--- config.mk ---
export PLATFORM = sky130hd
export DESIGN_NAME = aarm_pipe
export DESIGN_NICKNAME = d
export VERILOG_FILES = /design/src/hw/rtl/axis_angle_rotation_matrix_macros.svh /design/src/hw/rtl/aarm_pipe.sv
export SDC_FILE = /design/constraint.sdc
export NUM_CORES = 1
export LEC_CHECK = 0
export BUFFER_PORTS_ARGS = -buffer_cell sky130_fd_sc_hd__clkbuf_2
export CAP_MARGIN = 20
export CORE_AREA = 2 2 39 41
export CTS_BUF_LIST = sky130_fd_sc_hd__clkbuf_16
export DETAILED_ROUTE_END_ITERATION = 8
export DIE_AREA = 0 0 41 43
export HOLD_SLACK_MARGIN = 0.06
export PLACE_DENSITY_LB_ADDON = 0.15
export SLEW_MARGIN = 20
export SYNTH_ARGS = -nofsm -noshare
export SYNTH_HDL_FRONTEND = slang
export SYNTH_SLANG_ARGS = --single-unit
--- constraint.sdc ---
create_clock -name clk_i -period 0.8 [get_ports clk_i]
set_input_delay 0.08 -clock clk_i [delete_from_list [all_inputs] [get_ports clk_i]]
set_output_delay 0.08 -clock clk_i [all_outputs]
set_load 0.005 [all_outputs]
--- src/hw/rtl/axis_angle_rotation_matrix_macros.svh ---
// Assertion macros for the rotation matrix block.
`ifndef AXIS_ANGLE_ROTATION_MATRIX_MACROS_SVH
`define AXIS_ANGLE_ROTATION_MATRIX_MACROS_SVH
`ifndef ASSERT_OFF
`define ARM_ASSERT(lbl, clk, rst_n, prop) \
  lbl: assert property (@(posedge clk) disable iff (!rst_n) (prop)) else $error("%m: lbl");
`define ARM_ASSERT_NEXT(lbl, clk, rst_n, ante, cons) \
  lbl: assert property (@(posedge clk) disable iff (!rst_n) (ante) |=> (cons)) \
    else $error("%m: lbl");
`else
`define ARM_ASSERT(lbl, clk, rst_n, prop)
`define ARM_ASSERT_NEXT(lbl, clk, rst_n, ante, cons)
`endif
`endif

--- src/hw/rtl/aarm_pipe.sv ---
`default_nettype none
// Generic stalling pipeline register: holds a payload with a valid bit.
module aarm_pipe #(
  parameter int unsigned Width = 8
) (
  input  wire logic             clk_i,
  input  wire logic             rst_ni,
  input  wire logic             en_i,
  input  wire logic             valid_i,
  input  wire logic [Width-1:0] data_i,
  output logic                  valid_o,
  output logic [Width-1:0]      data_o
);
  logic             valid_q;
  logic [Width-1:0] data_q;

  always_ff @(posedge clk_i or negedge rst_ni) begin
    if (!rst_ni) begin
      valid_q <= 1'b0;
    end else if (en_i) begin
      valid_q <= valid_i;
    end
  end

  always_ff @(posedge clk_i) begin
    if (en_i && valid_i) begin
      data_q <= data_i;
    end
  end

  assign valid_o = valid_q;
  assign data_o  = data_q;
endmodule
`default_nettype wire

==> reports/qor.yml <==
die_area_sq_um: 1760
grt_pass1_wl_um: 883
synth-adder-area-share: 0
fin_nets: 57
max_freq_mhz: 1270
coreArea_sq_um: 1380
io_buffers: 20
drtIter0Drc: 0
maxCapViolCount: 0
period_needed_ns: 0.788
vdd_drop_max_v: 0.000794
finalPower_mw: 1.52
muxShareOfSynthArea: 0.0522
grt_pass1_vias: 218
via_count: 211
drive_above_1_share: 0.568
place.gp.congestion: 0.548
hold-worst-slack_ns: 0.0995
dpl.hpwl_um: 374
synth_cell_types: 4
setup_viol: 0
grt_use_total: 0.0805
dp_cells: 47
path_clk_slew_ns: 0.04
final_cells: 60
synth_top_area_cell: "edfxtp_1"
worst_ep_required_time_ns: 0.72
yosysWarnings: 0
viasPerCell: 3.52
routed_wl_um: 543
clockBufferDepth: 2
top_level_ports: 21
ff_latch_area_sq_um: 265
clock-sinks: 9
skew_ns: 0
outcome: "completed"
grt_max_degree: 9
rows: 14
insertion_delay_ns: 0.23
cp_slowest_stage_delay_ns: 0.37
syn_area_per_cell_sq_um: 26.2
power.density_nw_per_um2: 2630
synth.top_cell.area_share: 0.835
netlist_area_sq_um: 288
antenna_found_initial: 0
synth_seq_cells: 9
ys_seq_area_frac: 0.922
die_w_um: 41
finalHoldViolations: 0
finalCritPeriodShare: 0.985
synth_top_family_by_area: "multiplexers"
crit_type: "register to output pin"
worstMarginPinSlew_ns: 0.196
ys_top_cells_by_area: "edfxtp_1, dfrtp_1, mux2_4"
critPathArrivalTime_ns: 0.71
worstPathMaxFanout: 2
overflow: 0
ant_nets: 0
multiInputGateArea_sq_um: 22.5
cts_tree: "yes"
synth_compound_area_frac: 0
rsz0062_at_grt: "true"
drcViolationCount: 0
end_kind: "output pin"
holdCritPathClass: "primary input to register"
clock-root-buffer: "clkbuf_16"
cts_inserted_buffers: 3
crit_chain: "clkbuf_2"
antenna_cells: 0
die_y_um: 43
htreeDepth: 1
crit_family: "flip-flops"
cp_num_buf_inv: 1
area_growth_pct: 100
stdcell_area_sq_um: 577
synth_nets: 23
dpl_cell_area_sq_um: 408
wl_per_cell_um: 9.05
slowest_stage: "dfrtp_1"
start_util: 0.208
p_leak_nw: 0.261
syn_inst: 11
drt-pass1-iter-count: 1
cp-start-kind: "register"
post_cts_buffers: 0
final_max_slew_viol_count: 0
synth_xor_area_frac: 0
synth-simple-area-share: 0.0261
fillers: 144
slew_headroom: 0.869
## Yosys cell counts, drive strengths merged
| master | instances |
|---|---|
| mux2 | 1 |
| dfrtp | 1 |
| and2 | 1 |
| edfxtp | 8 |
## power by group
part	switching [mW]	internal, mW
clock network	0.193	0.651
registers	0.00810	0.551
logic	0.0376	0.0761
## stage by stage
step	worst slack (ns)	setup TNS [ns]	util
2_1_floorplan	0.0517	0	-
3_3_place_gp	0.0482	0	0.295
3_5_place_dp	0.0362	0	0.295
4_1_cts	-0.00144	-0.00144	0.417
5_1_grt	-0.0239	-0.0669	0.417
6_report	0.0119	0	0.417
## logic make-up (layout without fill, tap and decap cells)
group,after synthesis,after routing
flip-flops,9,9
multiplexers,1,1
AND/OR/NAND/NOR,1,1
buffers and inverters,0,33
## worst paths after layout
path	slack, ns	endpoint	cells after the start	start
worst max-delay path	0.01	valid_o	1	valid_o$_DFFE_PN0P_
min in group asynchronous	0.16	valid_o$_DFFE_PN0P_	2	rst_ni
worst max register to register	0.05	valid_o$_DFFE_PN0P_	1	valid_o$_DFFE_PN0P_
max in group asynchronous	0.55	valid_o$_DFFE_PN0P_	2	rst_ni
worst min-delay path	0.1	valid_o$_DFFE_PN0P_	2	valid_i
worst min register to register	0.51	valid_o$_DFFE_PN0P_	1	valid_o$_DFFE_PN0P_
## registers in the layout (all words and copies together) (netlist names)
name	cells
valid_o	1
data_o	8
## routing by layer
layer / global-route usage / part of all wire / vias to the layer above
met2: 0.113 / 0.53 / 10
met4: 0.0600 / 0 / 0
met1: 0.0845 / 0.38 / 94
met3: 0.0471 / 0.092 / 0
li1: - / - / 107
met5: 0 / 0 / -
## placed cells by master (no fill, tap or decap)
master,instances
edfxtp_1,8
inv_1,1
and2_2,1
dfrtp_1,1
dlygate4sd3_1,9
clkbuf_16,3
mux2_4,1
clkbuf_2,20
## repair_timing
action / in CTS / in global routing
setup endpoints to repair: 1 / 5
resized for setup: 0 / 0
hold buffers: 9 / 0
endpoints found under the hold margin: 9 / 0
cloned: 0 / 0
## final cells by class
cell class,count,share of cell area
clock buffer,3,0.130
clock inverter,1,0.00651
multi-input combinational,2,0.0390
sequential,9,0.460
tap,16,0.0347
timing repair buffer,29,0.330
No activity file was read; power rests on OpenSTA's default activity.
